<file path="src/rtl/home_control_response_parser_macros.svh">
// ----------------------------------------------------------------------------
// Assertion macros for the response parser
// Shared property wrappers clocked on clk and disabled during reset.
// ----------------------------------------------------------------------------
`ifndef HOME_CONTROL_RESPONSE_PARSER_MACROS_SVH
`define HOME_CONTROL_RESPONSE_PARSER_MACROS_SVH

// The consequent must hold in the same cycle as the antecedent.
`define HCRP_ASSERT_SAME(name, ante, cons) \
	name: assert property (@(posedge clk) disable iff (!arst_n) (ante) |-> (cons)) \
		else $error("hcrp assertion failed");

// The consequent must hold in the cycle after the antecedent.
`define HCRP_ASSERT_NEXT(name, ante, cons) \
	name: assert property (@(posedge clk) disable iff (!arst_n) (ante) |=> (cons)) \
		else $error("hcrp assertion failed");

`endif

</file>
<file path="src/rtl/hcrp_pkg.sv">
// ----------------------------------------------------------------------------
// hcrp_pkg
// Types and constants shared by the response parser modules.
// ----------------------------------------------------------------------------
package hcrp_pkg;

	localparam int GRAPHICS_ENTRIES = 256;
	localparam int TIMER_ENTRIES    = 128;
	localparam int SYNC_MIN         = 6;
	localparam int EVENT_BYTES      = 8;
	localparam int HOUSE_SHIFT      = 4;
	localparam int ENTRY_W          = 9;

	localparam logic [7:0] SYNC_RESET = 8'hFF;

	// Input opcodes
	localparam logic OP_BYTE = 1'b0;
	localparam logic OP_ARM  = 1'b1;

	// Expectation codes; code 7 is legal on input and behaves like idle.
	localparam logic [2:0] EX_IDLE       = 3'd0;
	localparam logic [2:0] EX_ACK        = 3'd1;
	localparam logic [2:0] EX_ACK_UPLOAD = 3'd2;
	localparam logic [2:0] EX_CLOCK      = 3'd3;
	localparam logic [2:0] EX_UPLOAD     = 3'd4;
	localparam logic [2:0] EX_GRAPHICS   = 3'd5;
	localparam logic [2:0] EX_TIMER      = 3'd6;

	// Report kinds
	localparam logic [2:0] RK_NONE   = 3'd0;
	localparam logic [2:0] RK_MINUTE = 3'd1;
	localparam logic [2:0] RK_HOUR   = 3'd2;
	localparam logic [2:0] RK_DAY    = 3'd3;
	localparam logic [2:0] RK_HOUSE  = 3'd4;

	typedef enum logic [3:0] {
		PH_IDLE   = 4'd0,
		PH_SYNC   = 4'd1,
		PH_STATUS = 4'd2,
		PH_SKIP1  = 4'd3,
		PH_SKIP2  = 4'd4,
		PH_SKIP3  = 4'd5,
		PH_LAST   = 4'd6,
		PH_MINUTE = 4'd7,
		PH_HOUR   = 4'd8,
		PH_DAY    = 4'd9,
		PH_ICON1  = 4'd10,
		PH_ICON2  = 4'd11,
		PH_EVENT1 = 4'd12,
		PH_EVENT8 = 4'd13
	} phase_t;

	// Classified item passed from the front end to the parser.
	typedef struct packed {
		logic       arm;
		logic       is_sync;
		logic [7:0] rx_byte;
		logic [2:0] kind;
	} item_t;

	// One result item.
	typedef struct packed {
		logic       status_valid;
		logic [7:0] status_value;
		logic [2:0] report_kind;
		logic [7:0] report_value;
		logic       command_complete;
	} result_t;

	// Queue handshake between front end and parser.
	typedef struct packed {
		logic valid;
		logic ready;
	} qhs_t;

endpackage

</file>
<file path="src/rtl/hcrp_front.sv">
// ----------------------------------------------------------------------------
// hcrp_front
// Accepts input items, holds the sync byte register and classifies each byte.
// ----------------------------------------------------------------------------
module hcrp_front import hcrp_pkg::*; (
	input  logic        clk,
	input  logic        arst_n,
	input  logic        s_tvalid,
	output logic        s_tready,
	input  logic [15:0] s_tdata,   // rx_byte [7:0], expect_kind [10:8], zero pad
	input  logic        s_tuser,   // opcode
	input  logic        cfg_valid,
	output logic        cfg_ready,
	input  logic [7:0]  cfg_data,  // sync_byte
	input  logic        q_ready,
	output logic        q_valid,
	output item_t       q_item
);

	logic [7:0] sync_byte_q;

	assign cfg_ready = 1'b1;

	always_ff @(posedge clk or negedge arst_n) begin
		if (!arst_n) begin
			sync_byte_q <= SYNC_RESET;
		end else if (cfg_valid && cfg_ready) begin
			sync_byte_q <= cfg_data;
		end
	end

	assign s_tready = q_ready;
	assign q_valid  = s_tvalid;

	always_comb begin
		q_item.arm     = (s_tuser == OP_ARM);
		q_item.rx_byte = s_tdata[7:0];
		q_item.kind    = s_tdata[10:8];
		q_item.is_sync = (s_tdata[7:0] == sync_byte_q);
	end

endmodule

</file>
<file path="src/rtl/hcrp_queue.sv">
// ----------------------------------------------------------------------------
// hcrp_queue
// Two-entry queue of classified items between the front end and the parser.
// ----------------------------------------------------------------------------
module hcrp_queue import hcrp_pkg::*; (
	input  logic  clk,
	input  logic  arst_n,
	input  logic  push_valid,
	output logic  push_ready,
	input  item_t push_item,
	output qhs_t  pop_hs_o,
	input  logic  pop_ready,
	output item_t pop_item
);

	item_t      mem_q [2];
	logic       wr_ptr_q;
	logic       rd_ptr_q;
	logic [1:0] count_q;
	logic       push;
	logic       pop;

	assign push_ready     = (count_q != 2'd2);
	assign push           = push_valid && push_ready;
	assign pop_hs_o.valid = (count_q != 2'd0);
	assign pop_hs_o.ready = pop_ready;
	assign pop            = pop_hs_o.valid && pop_ready;
	assign pop_item       = mem_q[rd_ptr_q];

	always_ff @(posedge clk) begin
		if (push) begin
			mem_q[wr_ptr_q] <= push_item;
		end
	end

	always_ff @(posedge clk or negedge arst_n) begin
		if (!arst_n) begin
			wr_ptr_q <= 1'b0;
			rd_ptr_q <= 1'b0;
			count_q  <= 2'd0;
		end else begin
			if (push) begin
				wr_ptr_q <= ~wr_ptr_q;
			end
			if (pop) begin
				rd_ptr_q <= ~rd_ptr_q;
			end
			unique case ({push, pop})
				2'b10:   count_q <= count_q + 2'd1;
				2'b01:   count_q <= count_q - 2'd1;
				default: count_q <= count_q;
			endcase
		end
	end

endmodule

</file>
<file path="src/rtl/hcrp_back.sv">
// ----------------------------------------------------------------------------
// hcrp_back
// Response parser state machine with a registered result output.
// ----------------------------------------------------------------------------
`include "home_control_response_parser_macros.svh"

module hcrp_back import hcrp_pkg::*; (
	input  logic        clk,
	input  logic        arst_n,
	input  qhs_t        q_hs,
	output logic        q_ready,
	input  item_t       q_item,
	output logic        m_tvalid,
	input  logic        m_tready,
	output logic [15:0] m_tdata,   // status_value [7:0], report_value [15:8]
	output logic [3:0]  m_tuser,   // status_valid [0], report_kind [3:1]
	output logic        m_tlast    // command_complete
);

	phase_t               phase_q, phase_d;
	logic [2:0]           exp_q, exp_d;
	logic [2:0]           sync_cnt_q, sync_cnt_d;
	logic [ENTRY_W-1:0]   entry_cnt_q, entry_cnt_d, entry_inc;
	logic [3:0]           ev_cnt_q, ev_cnt_d;
	result_t              res;
	result_t              out_q;
	logic                 out_valid_q;
	logic                 pop;
	logic                 sync_ok;

	assign q_ready  = !out_valid_q || m_tready;
	assign pop      = q_hs.valid && q_hs.ready;
	assign sync_ok  = (sync_cnt_q >= 3'(SYNC_MIN));
	assign entry_inc = (entry_cnt_q != '1) ? entry_cnt_q + 1'b1 : entry_cnt_q;

	// Next state
	always_comb begin
		phase_d     = phase_q;
		exp_d       = exp_q;
		sync_cnt_d  = sync_cnt_q;
		entry_cnt_d = entry_cnt_q;
		ev_cnt_d    = ev_cnt_q;
		if (q_item.arm) begin
			exp_d       = q_item.kind;
			phase_d     = PH_IDLE;
			sync_cnt_d  = '0;
			entry_cnt_d = '0;
			ev_cnt_d    = '0;
		end else begin
			unique case (phase_q)
				PH_IDLE: begin
					if (q_item.is_sync) begin
						phase_d    = PH_SYNC;
						sync_cnt_d = 3'd1;
					end
				end
				PH_SYNC: begin
					if (q_item.is_sync) begin
						if (sync_cnt_q != 3'd7) begin
							sync_cnt_d = sync_cnt_q + 3'd1;
						end
					end else if (sync_ok) begin
						sync_cnt_d = '0;
						if (exp_q == EX_ACK_UPLOAD) begin
							phase_d = PH_IDLE;
							exp_d   = EX_UPLOAD;
						end else if (exp_q == EX_CLOCK || exp_q == EX_UPLOAD) begin
							phase_d = PH_STATUS;
						end else if (exp_q == EX_GRAPHICS || exp_q == EX_TIMER) begin
							phase_d     = PH_STATUS;
							entry_cnt_d = '0;
						end else begin
							phase_d = PH_IDLE;
							exp_d   = EX_IDLE;
						end
					end else begin
						sync_cnt_d = '0;
						phase_d    = PH_IDLE;
					end
				end
				PH_STATUS: begin
					if (exp_q == EX_UPLOAD) begin
						phase_d = PH_SKIP1;
					end else if (exp_q == EX_CLOCK) begin
						phase_d = PH_MINUTE;
					end else if (exp_q == EX_GRAPHICS) begin
						if (q_item.is_sync) begin
							entry_cnt_d = entry_inc;
							phase_d     = PH_ICON2;
						end else begin
							phase_d = PH_ICON1;
						end
					end else if (exp_q == EX_TIMER) begin
						if (q_item.is_sync) begin
							entry_cnt_d = entry_inc;
							phase_d     = PH_EVENT8;
						end else begin
							ev_cnt_d = 4'd1;
							phase_d  = PH_EVENT1;
						end
					end else begin
						phase_d = PH_IDLE;
						exp_d   = EX_IDLE;
					end
				end
				PH_SKIP1, PH_SKIP2, PH_SKIP3: begin
					if (exp_q == EX_UPLOAD) begin
						phase_d = (phase_q == PH_SKIP1) ? PH_SKIP2 :
							(phase_q == PH_SKIP2) ? PH_SKIP3 : PH_LAST;
					end else begin
						phase_d = PH_IDLE;
						exp_d   = EX_IDLE;
					end
				end
				PH_MINUTE, PH_HOUR, PH_DAY: begin
					if (exp_q == EX_CLOCK) begin
						phase_d = (phase_q == PH_MINUTE) ? PH_HOUR :
							(phase_q == PH_HOUR) ? PH_DAY : PH_LAST;
					end else begin
						phase_d = PH_IDLE;
						exp_d   = EX_IDLE;
					end
				end
				PH_LAST: begin
					phase_d = PH_IDLE;
					exp_d   = EX_IDLE;
				end
				PH_ICON1: begin
					if (exp_q == EX_GRAPHICS) begin
						phase_d = PH_ICON2;
					end else begin
						phase_d = PH_IDLE;
						exp_d   = EX_IDLE;
					end
				end
				PH_ICON2: begin
					if (exp_q != EX_GRAPHICS) begin
						phase_d = PH_IDLE;
						exp_d   = EX_IDLE;
					end else if (entry_cnt_q >= ENTRY_W'(GRAPHICS_ENTRIES)) begin
						entry_cnt_d = '0;
						phase_d     = PH_IDLE;
						exp_d       = EX_IDLE;
					end else if (q_item.is_sync) begin
						entry_cnt_d = entry_inc;
					end else begin
						phase_d = PH_ICON1;
					end
				end
				PH_EVENT1: begin
					if (exp_q != EX_TIMER) begin
						phase_d = PH_IDLE;
						exp_d   = EX_IDLE;
					end else if (ev_cnt_q == 4'(EVENT_BYTES)) begin
						phase_d = PH_EVENT8;
					end else begin
						ev_cnt_d = ev_cnt_q + 4'd1;
					end
				end
				PH_EVENT8: begin
					if (exp_q != EX_TIMER) begin
						phase_d = PH_IDLE;
						exp_d   = EX_IDLE;
					end else if (entry_cnt_q >= ENTRY_W'(TIMER_ENTRIES)) begin
						entry_cnt_d = '0;
						phase_d     = PH_IDLE;
						exp_d       = EX_IDLE;
					end else if (q_item.is_sync) begin
						entry_cnt_d = entry_inc;
					end else begin
						ev_cnt_d = 4'd1;
						phase_d  = PH_EVENT1;
					end
				end
				default: begin
				end
			endcase
		end
	end

	// Result of the current item
	always_comb begin
		res = '0;
		if (!q_item.arm) begin
			unique case (phase_q)
				PH_SYNC: begin
					if (!q_item.is_sync && sync_ok) begin
						res.status_valid     = 1'b1;
						res.status_value     = q_item.rx_byte;
						res.command_complete = (exp_q == EX_ACK);
					end
				end
				PH_STATUS: begin
					if (exp_q == EX_CLOCK) begin
						res.report_kind  = RK_MINUTE;
						res.report_value = q_item.rx_byte;
					end
				end
				PH_MINUTE: begin
					if (exp_q == EX_CLOCK) begin
						res.report_kind  = RK_HOUR;
						res.report_value = q_item.rx_byte;
					end
				end
				PH_HOUR: begin
					if (exp_q == EX_CLOCK) begin
						res.report_kind  = RK_DAY;
						res.report_value = q_item.rx_byte;
					end
				end
				PH_SKIP3, PH_DAY: begin
					if ((phase_q == PH_SKIP3 && exp_q == EX_UPLOAD) ||
						(phase_q == PH_DAY && exp_q == EX_CLOCK)) begin
						res.report_kind  = RK_HOUSE;
						res.report_value = q_item.rx_byte >> HOUSE_SHIFT;
					end
				end
				PH_LAST: begin
					res.command_complete = (exp_q == EX_UPLOAD) || (exp_q == EX_CLOCK);
				end
				PH_ICON2: begin
					res.command_complete = (exp_q == EX_GRAPHICS) &&
						(entry_cnt_q >= ENTRY_W'(GRAPHICS_ENTRIES));
				end
				PH_EVENT8: begin
					res.command_complete = (exp_q == EX_TIMER) &&
						(entry_cnt_q >= ENTRY_W'(TIMER_ENTRIES));
				end
				default: begin
				end
			endcase
		end
	end

	always_ff @(posedge clk or negedge arst_n) begin
		if (!arst_n) begin
			phase_q     <= PH_IDLE;
			exp_q       <= EX_IDLE;
			sync_cnt_q  <= '0;
			entry_cnt_q <= '0;
			ev_cnt_q    <= '0;
			out_valid_q <= 1'b0;
		end else begin
			if (pop) begin
				phase_q     <= phase_d;
				exp_q       <= exp_d;
				sync_cnt_q  <= sync_cnt_d;
				entry_cnt_q <= entry_cnt_d;
				ev_cnt_q    <= ev_cnt_d;
				out_valid_q <= 1'b1;
			end else if (m_tready) begin
				out_valid_q <= 1'b0;
			end
		end
	end

	always_ff @(posedge clk) begin
		if (pop) begin
			out_q <= res;
		end
	end

	assign m_tvalid = out_valid_q;
	assign m_tdata  = {out_q.report_value, out_q.status_value};
	assign m_tuser  = {out_q.report_kind, out_q.status_valid};
	assign m_tlast  = out_q.command_complete;

	// A finished response always leaves the parser idle.
	`HCRP_ASSERT_NEXT(a_done_idles, pop && res.command_complete, phase_q == PH_IDLE)
	// Arming clears every counter.
	`HCRP_ASSERT_NEXT(a_arm_clears, pop && q_item.arm,
		sync_cnt_q == 3'd0 && entry_cnt_q == '0 && ev_cnt_q == 4'd0)
	// The status byte is only taken out of the sync phase.
	`HCRP_ASSERT_SAME(a_status_from_sync, res.status_valid, phase_q == PH_SYNC)
	// A status item never carries a report.
	`HCRP_ASSERT_SAME(a_status_no_report, res.status_valid, res.report_kind == RK_NONE)

endmodule

</file>
<file path="src/rtl/home_control_response_parser.sv">
// ----------------------------------------------------------------------------
// home_control_response_parser
// Parser for response bytes from a powerline home-control interface.
// ----------------------------------------------------------------------------
// Takes one item per clock cycle unless m_tready stalls the output, and gives
// exactly one result item for each. A classifying front end feeds a two-entry
// queue; the parser state machine updates its state once per item and writes
// a result register. An item is held in a queue entry and then in the result
// register. The sync byte register may be written only while no item is in
// flight.
module home_control_response_parser import hcrp_pkg::*; (
	input  logic        clk,
	input  logic        arst_n,
	input  logic        s_tvalid,
	output logic        s_tready,
	input  logic [15:0] s_tdata,   // rx_byte [7:0], expect_kind [10:8], zero pad
	input  logic        s_tuser,   // opcode
	output logic        m_tvalid,
	input  logic        m_tready,
	output logic [15:0] m_tdata,   // status_value [7:0], report_value [15:8]
	output logic [3:0]  m_tuser,   // status_valid [0], report_kind [3:1]
	output logic        m_tlast,   // command_complete
	input  logic        cfg_valid,
	output logic        cfg_ready,
	input  logic [7:0]  cfg_data   // sync_byte
);

	logic  push_valid;
	logic  push_ready;
	item_t push_item;
	qhs_t  pop_hs;
	logic  pop_ready;
	item_t pop_item;

	hcrp_front u_front (
		.clk      (clk),
		.arst_n   (arst_n),
		.s_tvalid (s_tvalid),
		.s_tready (s_tready),
		.s_tdata  (s_tdata),
		.s_tuser  (s_tuser),
		.cfg_valid(cfg_valid),
		.cfg_ready(cfg_ready),
		.cfg_data (cfg_data),
		.q_ready  (push_ready),
		.q_valid  (push_valid),
		.q_item   (push_item)
	);

	hcrp_queue u_queue (
		.clk       (clk),
		.arst_n    (arst_n),
		.push_valid(push_valid),
		.push_ready(push_ready),
		.push_item (push_item),
		.pop_hs_o  (pop_hs),
		.pop_ready (pop_ready),
		.pop_item  (pop_item)
	);

	hcrp_back u_back (
		.clk     (clk),
		.arst_n  (arst_n),
		.q_hs    (pop_hs),
		.q_ready (pop_ready),
		.q_item  (pop_item),
		.m_tvalid(m_tvalid),
		.m_tready(m_tready),
		.m_tdata (m_tdata),
		.m_tuser (m_tuser),
		.m_tlast (m_tlast)
	);

endmodule
</file>
<file path="config.mk">
export PLATFORM = sky130hd
export DESIGN_NAME = home_control_response_parser
export DESIGN_NICKNAME = d
export VERILOG_FILES = /design/src/rtl/hcrp_pkg.sv /design/src/rtl/hcrp_front.sv /design/src/rtl/hcrp_queue.sv /design/src/rtl/hcrp_back.sv /design/src/rtl/home_control_response_parser.sv
export VERILOG_INCLUDE_DIRS = /design/src /design/src/rtl
export SDC_FILE = /design/constraint.sdc
export NUM_CORES = 1
export LEC_CHECK = 0
export BUFFER_PORTS_ARGS = -buffer_cell sky130_fd_sc_hd__buf_2
export CAP_MARGIN = 20
export CORE_MARGIN = 2
export CORE_UTILIZATION = 40
export DETAILED_ROUTE_END_ITERATION = 6
export PLACE_DENSITY = 0.72
export SLEW_MARGIN = 10
export SYNTH_ARGS = -nofsm -noshare
export SYNTH_HDL_FRONTEND = slang
export SYNTH_SLANG_ARGS = --single-unit
</file>
<file path="constraint.sdc">
create_clock -name clk -period 2.1 [get_ports clk]
set_input_delay 0.315 -clock clk [delete_from_list [all_inputs] [get_ports clk]]
set_output_delay 0.315 -clock clk [all_outputs]
set_load 0.03 [all_outputs]
</file>
==> summary.log, run 1 <==
qor: routing.initialDrtViolationCount 227
qor: yosys.yosysSeqAreaShare 0.510
qor: routing.ant_nets 0
qor: yosys.postSynth.asyncResetShare 0.434
qor: yosys.ys_dominant_reg_cell edfxtp_1
qor: finish.layout.cells.most_common_list buf_4, buf_2, edfxtp_1, nor2_1, nand2_1
qor: yosys.synth.yosys.warnings 0
qor: pwr.max-vdd-ir-drop 0.699 mV
qor: place.placed_cells 671
qor: clock_tree.htree_num_levels 3
qor: timing.final_period_minus_worst_setup_slack 2210 ps
qor: finish.post_layout_nonfiller_instances 697
qor: routing.finalWirelength 11200 µm
qor: finish.fin_area 0.00596 mm²
qor: yosys.synth_top_cells_by_area edfxtp_1, dfrtp_1, dfstp_2
qor: finish.layout.nets 590
qor: clock_tree.cts_num_sinks 83
qor: worst_setup_path.end_kind flip-flop
qor: yosys.netlist-cell-type-count 74
qor: finish.mostFrequentLayoutCell buf_4
qor: global_route.gr-usage-all-layers 0.183
qor: worst_setup_path.critical-path-slowest-cell or4b_4
qor: die.number_of_cell_rows 38
qor: place.dpl_cell_area 0.00542 mm²
qor: worst_setup_path.critPathMaxFanout 5
qor: timing.setup_viol 8
qor: pwr.power-per-cell-area 1120 mW/mm²
qor: routing.total_number_of_vias 3771
qor: clock_tree.root_buffer clkbuf_16
qor: die.initial_core_util 0.414
qor: global_route.grt_pass1_vias 3739
qor: pwr.leakage_power 2.49 nW
qor: die.core_area 0.0110 mm²
qor: worst_setup_path.cp_data_arrival_time 2430 ps
qor: finish.area_growth_syn_to_layout 31.1%
qor: timing.final_min_period_over_clock_period 1.05
qor: flow_run.drv_cap 0
qor: die.fp.dieArea 0.0122 mm²
qor: routing.post_drt_wl_per_cell 16.1 µm
qor: global_route.global_route.overflow_total 0
qor: timing.setup_ws -105 ps
qor: place.portBuffers 47
qor: die.number_of_top_level_pins 54
qor: routing.vias_per_cell 5.41
qor: clock_tree.path_clk_slew 60 ps
qor: global_route.grt_start_max_net_pins 37
qor: clock_tree.cts_buffers 9
qor: routing.drt_drc_violations_left 0
qor: yosys.cell_taking_the_most_area_after_synthesis edfxtp_1
qor: clock_tree.tritoncts_clock_tree yes
qor: yosys.synth_enable_flop_cells 47
qor: timing.timing.final.hold_violations 0
qor: outcome.status complete, but fails checks
qor: yosys.area_fraction_of_the_dominant_cell_type_after_synthesis 0.310
qor: die.die_width 111 µm
qor: yosys.synth_seq_cells 83
qor: timing.tightestPinTransition 846 ps
qor: yosys.cell_count_after_synthesis 431
qor: place.dp_hpwl 8130 µm
qor: timing.timing_max_transition_violations_final 0
qor: worst_setup_path.worst_ep_required_time 2330 ps
qor: worst_setup_path.crit_path_cell_trace or4b_4, nor2_4, a311oi_2, nor4_2, buf_4, a21bo_2, a22o_1
qor: hold_path.worstHoldPathType in2async
qor: worst_setup_path.timing_worst_setup_path_type reg2reg
qor: timing.timing.max_slew.rel_slack 0.436
qor: finish.post_route_cells_drive_above_1_share 0.400
qor: timing.worst_case_clock_skew 8.09 ps
qor: routing.first_pass_iters 4
qor: global_route.antenna_violations_before_repair 0
qor: clock_tree.postCtsHoldBufs 0
qor: worst_setup_path.slowest_delay 550 ps
qor: yosys.syn-num-nets 469
qor: place.final_wtd_congestion 0.911
qor: clock_tree.insertion_delay 350 ps
qor: timing.fmax 0.453 GHz
qor: global_route.grt_pass1_wl 18100 µm
qor: outcome.violations negative setup slack
qor: yosys.synth_area_per_inst 10.6 µm²
qor: yosys.synth_area 0.00455 mm²
qor: die.die_y 111 µm
qor: worst_setup_path.worstSetupStartpointType flip-flop
qor: worst_setup_path.timing.reg2reg.worst_path_depth 7
qor: clock_tree.clock_tree.buffer_depth 2
qor: timing.unrepaired_setup_endpoints_after_global_routing yes
qor: finish.n_antenna_cell 0
## path summary, 6_finish.rpt
check / start / end / slack [ps]
worst max-delay path: u_back.phase_q[3]$_DFFE_PN0P_ / u_back.entry_cnt_q[3]$_DFFE_PN0P_ / -110
worst min-delay path: arst_n / u_back.phase_q[2]$_DFFE_PN0P_ / 90
worst max register to register: u_back.phase_q[3]$_DFFE_PN0P_ / u_back.entry_cnt_q[3]$_DFFE_PN0P_ / -110
worst min register to register: u_queue.wr_ptr_q$_DFFE_PN0P_ / u_queue.wr_ptr_q$_DFFE_PN0P_ / 500
max in group asynchronous: arst_n / u_back.phase_q[1]$_DFFE_PN0P_ / 1440
min in group clk: s_tdata[10] / u_queue.mem_q[1][2]$_DFFE_PP_ / 160
## through the flow
stage / util / worst slack, ps / total power [W] / hold WS (ps) / setup TNS (ps)
after floorplan: - / 3.67 / 0.00401 / 19.4 / 0
after global placement: 0.494 / -134 / 0.00501 / 464 / -672
after detailed placement: 0.494 / -164 / 0.00507 / 475 / -933
after CTS: 0.526 / -113 / 0.00660 / 110 / -577
after global routing: 0.543 / -200 / 0.00709 / 152 / -1580
final: 0.543 / -105 / 0.00669 / 86.4 / -468
## power by group
part	switching, W	internal [W]	total [W]
registers	0.000216	0.00217	0.00239
logic	0.00165	0.00122	0.00287
clock network	0.000637	0.000804	0.00144
## logic make-up after synthesis
logic type	count (synthesis)	synth area share
muxes	24	0.0572
other	1	0.000824
AOI/OAI and AO/OA	97	0.149
buffers and inverters	39	0.0388
adders and majority gates	9	0.0242
DFF	83	0.510
xor gates and xnor gates	16	0.0308
and+or+nand+nor	162	0.188
## sequential cells by signal, summed over array words and instances (netlist names)
name and flops:
u_back.m_tdata 16, u_back.exp_q 3, u_back.entry_cnt_q 9, u_back.m_tvalid 1, u_front.sync_byte_q 8, u_queue.mem_q 26, u_queue.wr_ptr_q 1, u_back.sync_cnt_q 3
u_back.m_tuser 4, u_back.m_tlast 1, u_back.phase_q 4, u_queue.count_q 2, u_back.ev_cnt_q 4, u_queue.rd_ptr_q 1
## what timing repair did
action / CTS / global route
gates resized for setup: 13 / 42
pin swaps: 10 / 18
buffers inserted: 6 / 4
endpoints found under the setup margin: 15 / 27
## metal layers
metal / wire, µm / GRT usage
met5: 0 / 0
met4: 191 / 0.0642
met3: 401 / 0.0395
met2: 5380 / 0.305
met1: 5230 / 0.236
## synthesized netlist by cell type, types with 4 or more instances
library cell	instances
edfxtp_1	47
nor2_1	38
nand2_1	33
dfrtp_1	28
o21ai_0	20
a21oi_1	16
nor2b_1	14
xnor2_1	14
inv_1	13
mux2_2	13
nand3_1	13
nor3_1	12
clkbuf_1	11
mux2i_1	10
buf_2	9
dfstp_2	8
ha_1	8
a31oi_1	7
nand2b_1	7
nand4_1	7
a32o_1	6
and3_1	5
nand3b_1	5
nor4_1	5
and2_1	4
o21ba_2	4
o22ai_1	4
## worst max-delay path, delay by kind of cell, from the launching register on
family	cells	cell delay, ps
and+or+nand+nor	3	960
buffers and inverters	1	190
DFF	1	420
AOI/OAI and AO/OA	3	510
## final cells by class
type,count,area (µm²)
clock buffer,12,236
clock inverter,4,27.5
fill,930,5020
inverter,14,52.6
multi-input combinational,309,2230
sequential,83,2330
tap,140,175
timing repair buffer,135,915
Power figures use the tool's default switching activity.
==> inputs of run 2 (changes only) <==
RECOVER_POWER = 100   (was unset)
==> summary.log, run 2 (synthesis gave the netlist of run 1 again) <==
qor: routing.met2WireLength 5360 µm
qor: die.die_width 111 µm
qor: pwr.max-vdd-ir-drop 0.684 mV
qor: worst_setup_path.critical-path-slowest-cell or4b_4
qor: place.portBuffers 47
qor: finish.postLayoutCoreUtil 0.537
qor: outcome.violations negative setup slack
qor: die.number_of_top_level_pins 54
qor: global_route.antenna_violations_before_repair 0
qor: timing.setup_ws -106 ps
qor: place.dp_hpwl 8130 µm
qor: clock_tree.insertion_delay 340 ps
qor: clock_tree.htree_num_levels 3
qor: die.fp.dieArea 0.0122 mm²
qor: routing.first_pass_iters 5
qor: finish.max_flop_register u_queue.mem_q
qor: routing.m1WireLength 5100 µm
qor: place.placed_cells 671
qor: worst_setup_path.cp_data_arrival_time 2430 ps
qor: clock_tree.postCtsHoldBufs 0
qor: die.initial_core_util 0.414
qor: clock_tree.tritoncts_clock_tree yes
qor: die.number_of_cell_rows 38
qor: finish.largest_register_ffs 26
qor: clock_tree.clock_tree.buffer_depth 2
qor: timing.final_min_period_over_clock_period 1.05
qor: worst_setup_path.worstSetupStartpointType flip-flop
qor: routing.finalWirelength 11200 µm
qor: pwr.leakage_power 2.37 nW
qor: worst_setup_path.slowest_delay 550 ps
qor: place.final_wtd_congestion 0.911
qor: timing.timing.final.hold_violations 0
qor: global_route.gr-usage-all-layers 0.183
qor: timing.worst_case_clock_skew 7.04 ps
qor: routing.ant_nets 0
qor: finish.post_layout_nonfiller_instances 697
qor: timing.timing.max_slew.rel_slack 0.440
qor: worst_setup_path.worst_ep_required_time 2330 ps
qor: flow_run.drv_cap 0
qor: routing.highest_signal_layer_in_the_routed_design met4
qor: timing.unrepaired_setup_endpoints_after_global_routing yes
qor: global_route.grt_pass1_wl 18100 µm
qor: die.core_area 0.0110 mm²
qor: clock_tree.root_buffer clkbuf_16
qor: worst_setup_path.crit_path_cell_trace or4b_4, nor2_4, a311oi_2, nor4_2, buf_4, a21bo_2, a22o_1
qor: finish.layout.cells.most_common_list buf_4, edfxtp_1, clkbuf_1, nor2_1, nand2_1
qor: clock_tree.cts_buffers 9
qor: die.die_y 111 µm
qor: timing.fmax 0.453 GHz
qor: worst_setup_path.timing_worst_setup_path_type reg2reg
qor: routing.vias_per_cell 5.45
qor: timing.final_period_minus_worst_setup_slack 2210 ps
qor: routing.met3WireLength 546 µm
qor: timing.tightestPinTransition 840 ps
qor: routing.total_number_of_vias 3802
qor: finish.mostFrequentLayoutCell buf_4
qor: worst_setup_path.critPathTopFamily simple AND/OR/NAND/NOR gates
qor: routing.post_drt_wl_per_cell 16.1 µm
qor: global_route.global_route.overflow_total 0
qor: routing.drt_drc_violations_left 0
qor: global_route.grt_start_max_net_pins 37
qor: timing.timing_max_transition_violations_final 0
qor: pwr.power-per-cell-area 1120 mW/mm²
qor: outcome.status complete, but fails checks
qor: clock_tree.cts_num_sinks 83
qor: finish.post_route_cells_drive_above_1_share 0.320
qor: finish.layout.nets 590
qor: global_route.grt_pass1_vias 3739
qor: finish.area_growth_syn_to_layout 29.7%
qor: worst_setup_path.end_kind flip-flop
qor: worst_setup_path.critPathMaxFanout 5
qor: clock_tree.path_clk_slew 60 ps
qor: finish.n_antenna_cell 0
qor: worst_setup_path.critical_path_buf_inv_count 1
qor: routing.initialDrtViolationCount 248
qor: timing.setup_viol 8
qor: hold_path.worstHoldPathType in2async
run 2: area by class of cell:
| class | instances | area [µm²] |
|---|---|---|
| inverter | 14 | 52.6 |
| clock inverter | 4 | 27.5 |
| clock buffer | 12 | 236 |
| timing repair buffer | 135 | 855 |
| multi-input combinational | 309 | 2230 |
| tap | 140 | 175 |
| fill | 949 | 5080 |
| sequential | 83 | 2330 |
run 2: worst paths after layout:
path	startpoint	endpoint	slack, ps	cells after the start
max	u_back.phase_q[3]$_DFFE_PN0P_	u_back.entry_cnt_q[3]$_DFFE_PN0P_	-110	7
min	arst_n	u_back.phase_q[2]$_DFFE_PN0P_	90	1
max reg2reg	u_back.phase_q[3]$_DFFE_PN0P_	u_back.entry_cnt_q[3]$_DFFE_PN0P_	-110	7
min reg2reg	u_queue.wr_ptr_q$_DFFE_PN0P_	u_queue.wr_ptr_q$_DFFE_PN0P_	500	1
max in group asynchronous	arst_n	u_back.phase_q[1]$_DFFE_PN0P_	1440	1
min in group clk	s_tdata[10]	u_queue.mem_q[1][2]$_DFFE_PP_	160	1
run 2: worst register-to-register path, cell delays in order (launching register included):
cell      delay [ps]
dfrtp_1          410
or4b_4           550
nor2_4           140
a311oi_2         100
nor4_2           270
buf_4            190
a21bo_2          220
a22o_1           200
run 2: what timing repair did:
| item | CTS | global route |
|---|---|---|
| endpoints found under the setup margin | 15 | 27 |
| resized for setup | 13 | 42 |
| pin swaps | 10 | 18 |
| setup buffers | 6 | 4 |
run 2: routing by layer:
| layer | vias up | GRT usage |
|---|---|---|
| met4 | 0 | 0.0642 |
| li1 | 1827 | - |
| met2 | 108 | 0.305 |
| met1 | 1850 | 0.236 |
| met3 | 17 | 0.0395 |
| met5 | - | 0 |
run 2: where the power goes:
| group | switching, W | internal [W] | total, W |
|---|---|---|---|
| Combinational | 0.00164 | 0.00116 | 0.00280 |
| Clock | 0.000635 | 0.000804 | 0.00144 |
| Sequential | 0.000222 | 0.00217 | 0.00239 |
| Total | 0.00250 | 0.00413 | 0.00663 |
run 2: per-stage QoR:
stage / TNS [ps] / worst slack, ps / instance area [µm²] / power, W / hold WS (ps)
2_1_floorplan: 0 / 3.67 / 4550 / 0.00401 / 19.4
3_3_place_gp: -672 / -134 / 5420 / 0.00501 / 464
3_5_place_dp: -933 / -164 / 5420 / 0.00507 / 475
4_1_cts: -577 / -113 / 5780 / 0.00660 / 110
5_1_grt: -2720 / -200 / 5900 / 0.00702 / 153
6_report: -470 / -106 / 5900 / 0.00663 / 86.9
==> inputs of run 3 (changes only) <==
PLACE_DENSITY = 0.71   (was 0.72)
SYNTH_HIERARCHICAL = 1   (was unset)
==> summary.log, run 3 <==
qor: die.die_y 113 µm
qor: timing.tightestPinTransition 1220 ps
qor: die.fp.dieArea 0.0127 mm²
qor: finish.layout.cells.most_common_list buf_4, edfxtp_1, clkbuf_1, nand2_1, nor2_1
qor: pwr.share_seq_of_total_power 0.351
qor: place.post-place-ws -138 ps
qor: yosys.synth_seq_cells 83
qor: routing.vias_per_cell 5.62
qor: timing.timing.final.hold_violations 0
qor: pwr.combPwrFrac 0.429
qor: worst_setup_path.worstSetupStartpointType flip-flop
qor: yosys.postSynth.asyncResetShare 0.434
qor: global_route.antenna_violations_before_repair 0
qor: pwr.leakage_power 2.29 nW
qor: yosys.synth.yosys.warnings 6
qor: timing.final_min_period_over_clock_period 1.05
qor: clock_tree.cts_buffers 9
qor: yosys.synth_top_cells_by_area edfxtp_1, dfrtp_1, dfstp_2
qor: worst_setup_path.end_kind flip-flop
qor: flow_run.drv_cap 0
qor: finish.largest_register_ffs 26
qor: yosys.synth_top_cells_by_count edfxtp_1, nand2_1, dfrtp_1, nor2_1, o21ai_0
qor: clock_tree.path_clk_slew 60 ps
qor: timing.setup_ws -97.6 ps
qor: place.portBuffers 47
qor: yosys.area_fraction_of_the_dominant_cell_type_after_synthesis 0.299
qor: worst_setup_path.critPathMaxFanout 4
qor: finish.max_flop_register u_queue/mem_q
qor: place.dp_hpwl 8570 µm
qor: routing.total_number_of_vias 3886
qor: die.number_of_cell_rows 39
qor: finish.post_route_cells_drive_above_1_share 0.299
qor: finish.post_layout_nonfiller_instances 692
qor: yosys.ys_dominant_reg_cell edfxtp_1
qor: die.initial_core_util 0.412
qor: global_route.gr-usage-all-layers 0.188
qor: finish.n_antenna_cell 0
qor: pwr.clock_power_share 0.221
qor: global_route.global_route.overflow_total 0
qor: clock_tree.insertion_delay 340 ps
qor: finish.mostFrequentLayoutCell buf_4
qor: worst_setup_path.crit_path_cell_trace mux2_4, or4b_4, a21oi_2, o22ai_2, a211oi_4, o21ai_1, a22o_1
qor: pwr.cellInternalPower 0.00427 W
qor: global_route.grt_start_max_net_pins 24
qor: outcome.violations negative setup slack
qor: worst_setup_path.cp_data_arrival_time 2430 ps
qor: yosys.synth_most_common_cell edfxtp_1
qor: hold_path.worstHoldPathType in2reg
qor: timing.hold-worst-slack 164 ps
qor: yosys.yosysSeqAreaShare 0.492
qor: outcome.status complete, but fails checks
qor: routing.post_drt_wl_per_cell 17.5 µm
qor: clock_tree.htree_num_levels 3
qor: worst_setup_path.critPathTopFamily compound AO/OA/AOI/OAI gates
qor: finish.area_growth_syn_to_layout 25.8%
qor: routing.first_pass_iters 5
qor: timing.final_period_minus_worst_setup_slack 2200 ps
qor: timing.setup_viol 13
qor: worst_setup_path.worst_ep_required_time 2330 ps
qor: finish.postLayoutCoreUtil 0.518
qor: yosys.cell_taking_the_most_area_after_synthesis edfxtp_1
qor: clock_tree.clock_tree.buffer_depth 2
qor: finish.layout.nets 582
qor: timing.setup_total_negative_slack -609 ps
qor: clock_tree.tritoncts_clock_tree yes
qor: clock_tree.root_buffer clkbuf_16
qor: routing.ant_nets 0
qor: timing.unrepaired_setup_endpoints_after_global_routing yes
qor: die.die_width 113 µm
qor: pwr.max-vdd-ir-drop 1.04 mV
qor: pwr.power-per-cell-area 1180 mW/mm²
qor: timing.timing_max_transition_violations_final 0
qor: yosys.cell_count_after_synthesis 447
qor: clock_tree.cts_num_sinks 83
qor: timing.worst_case_clock_skew 6.67 ps
qor: worst_setup_path.critical_path_buf_inv_count 0
qor: pwr.p_switching 0.00276 W
qor: timing.timing.max_slew.rel_slack 0.190
qor: routing.initialDrtViolationCount 299
qor: die.core_area 0.0115 mm²
qor: place.final_wtd_congestion 0.921
qor: yosys.synth_enable_flop_cells 47
qor: die.number_of_top_level_pins 54
qor: worst_setup_path.timing_worst_setup_path_type reg2reg
qor: routing.finalWirelength 12100 µm
qor: timing.fmax 0.455 GHz
qor: finish.num-fill-cells 1016
qor: yosys.syn-num-nets 485
qor: pwr.switching_part_of_the_total_power 0.393
qor: routing.drt_drc_violations_left 0
qor: yosys.synth_area 0.00472 mm²
qor: place.placed_cells 666
qor: yosys.synth_area_per_inst 10.6 µm²
qor: global_route.grt_pass1_vias 3781
qor: worst_setup_path.critical-path-slowest-cell or4b_4
qor: yosys.netlist-cell-type-count 73
qor: worst_setup_path.slowest_delay 490 ps
qor: global_route.grt_pass1_wl 19200 µm
run 3: cell types whose count changed after synthesis, sizes merged, moves of 5 or more:
cell   delta
buf      +16
o22ai     +5
and2     +11
nor2b     -6
mux2      +8
o31ai    +11
nand3     +6
mux2i     -9
nor2     -11
a32o      -6
run 3: path summary, 6_finish.rpt:
path                            slack [ps]  cells past startpoint                             end                           start
worst max-delay path                  -100                      7  u_back/ev_cnt_q[2]$_DFFE_PN0P_    u_queue/rd_ptr_q$_DFFE_PN0P_
worst min register to register         490                      1  u_queue/count_q[1]$_DFFE_PN0P_  u_queue/count_q[1]$_DFFE_PN0P_
worst min-delay path                   160                      1   u_queue/mem_q[0][1]$_DFFE_PP_                      s_tdata[9]
min in group asynchronous              780                      2    u_queue/wr_ptr_q$_DFFE_PN0P_                          arst_n
max in group asynchronous              330                      3   u_back/phase_q[1]$_DFFE_PN0P_                          arst_n
worst max register to register        -100                      7  u_back/ev_cnt_q[2]$_DFFE_PN0P_    u_queue/rd_ptr_q$_DFFE_PN0P_
run 3: power groups by stage:
stage / clock network (W) / registers (W) / logic [W]
after floorplan: 0 / 0.00273 / 0.00156
after global placement: 0 / 0.00246 / 0.00275
after detailed placement: 0 / 0.00248 / 0.00277
after CTS: 0.00158 / 0.00245 / 0.00284
after global routing: 0.00166 / 0.00250 / 0.00322
final: 0.00155 / 0.00247 / 0.00301
run 3: cells by family after synthesis:
group                    count (synthesis)  share of synthesized area
XOR/XNOR                                17                     0.0315
adder cells (fa/ha/maj)                  9                     0.0233
buffers and inverters                   54                     0.0623
AO/OA/AOI/OAI                           99                      0.143
flip-flops                              83                      0.492
AND/OR/NAND/NOR                        161                      0.186
multiplexers                            23                     0.0607
other                                    1                   0.000795
run 3: metrics by stage:
step,instance area [µm²],power (W)
floorplan,4750,0.00429
global placement,5450,0.00521
detailed placement,5450,0.00525
CTS,5810,0.00687
global route,5940,0.00738
finish,5940,0.00703
run 3: area by class of cell:
cell class	instances	area, µm²	share of cell area
well taps	143	179	0.0301
inverters	12	45.0	0.00758
clock buffers	11	254	0.0428
multi-input cells	312	2300	0.387
flip-flops and latches	83	2330	0.392
repair buffers	126	796	0.134
clock inverters	5	40.0	0.00674
run 3: layer usage:
metal / track usage / vias to the layer above / wire (µm)
met5: 0 / - / 0
met4: 0.0585 / 0 / 277
met3: 0.0410 / 22 / 717
met2: 0.293 / 151 / 5670
met1: 0.263 / 1885 / 5440
li1: - / 1828 / -
run 3: worst reg2reg max path, delay by kind of cell, from the launching register on:
kind	cells	cell delay, ps
AND/OR/NAND/NOR	1	490
flip-flops	1	400
AO/OA/AOI/OAI	5	870
multiplexers	1	340
run 3: repair_timing:
action                                 CTS  global route
hold buffers                             1             0
endpoints found under the hold margin   13             0
pin swaps                                2             7
setup buffers                            0             7
resized for setup                       13            32
setup endpoints to repair               19            36
gates cloned                             0             2
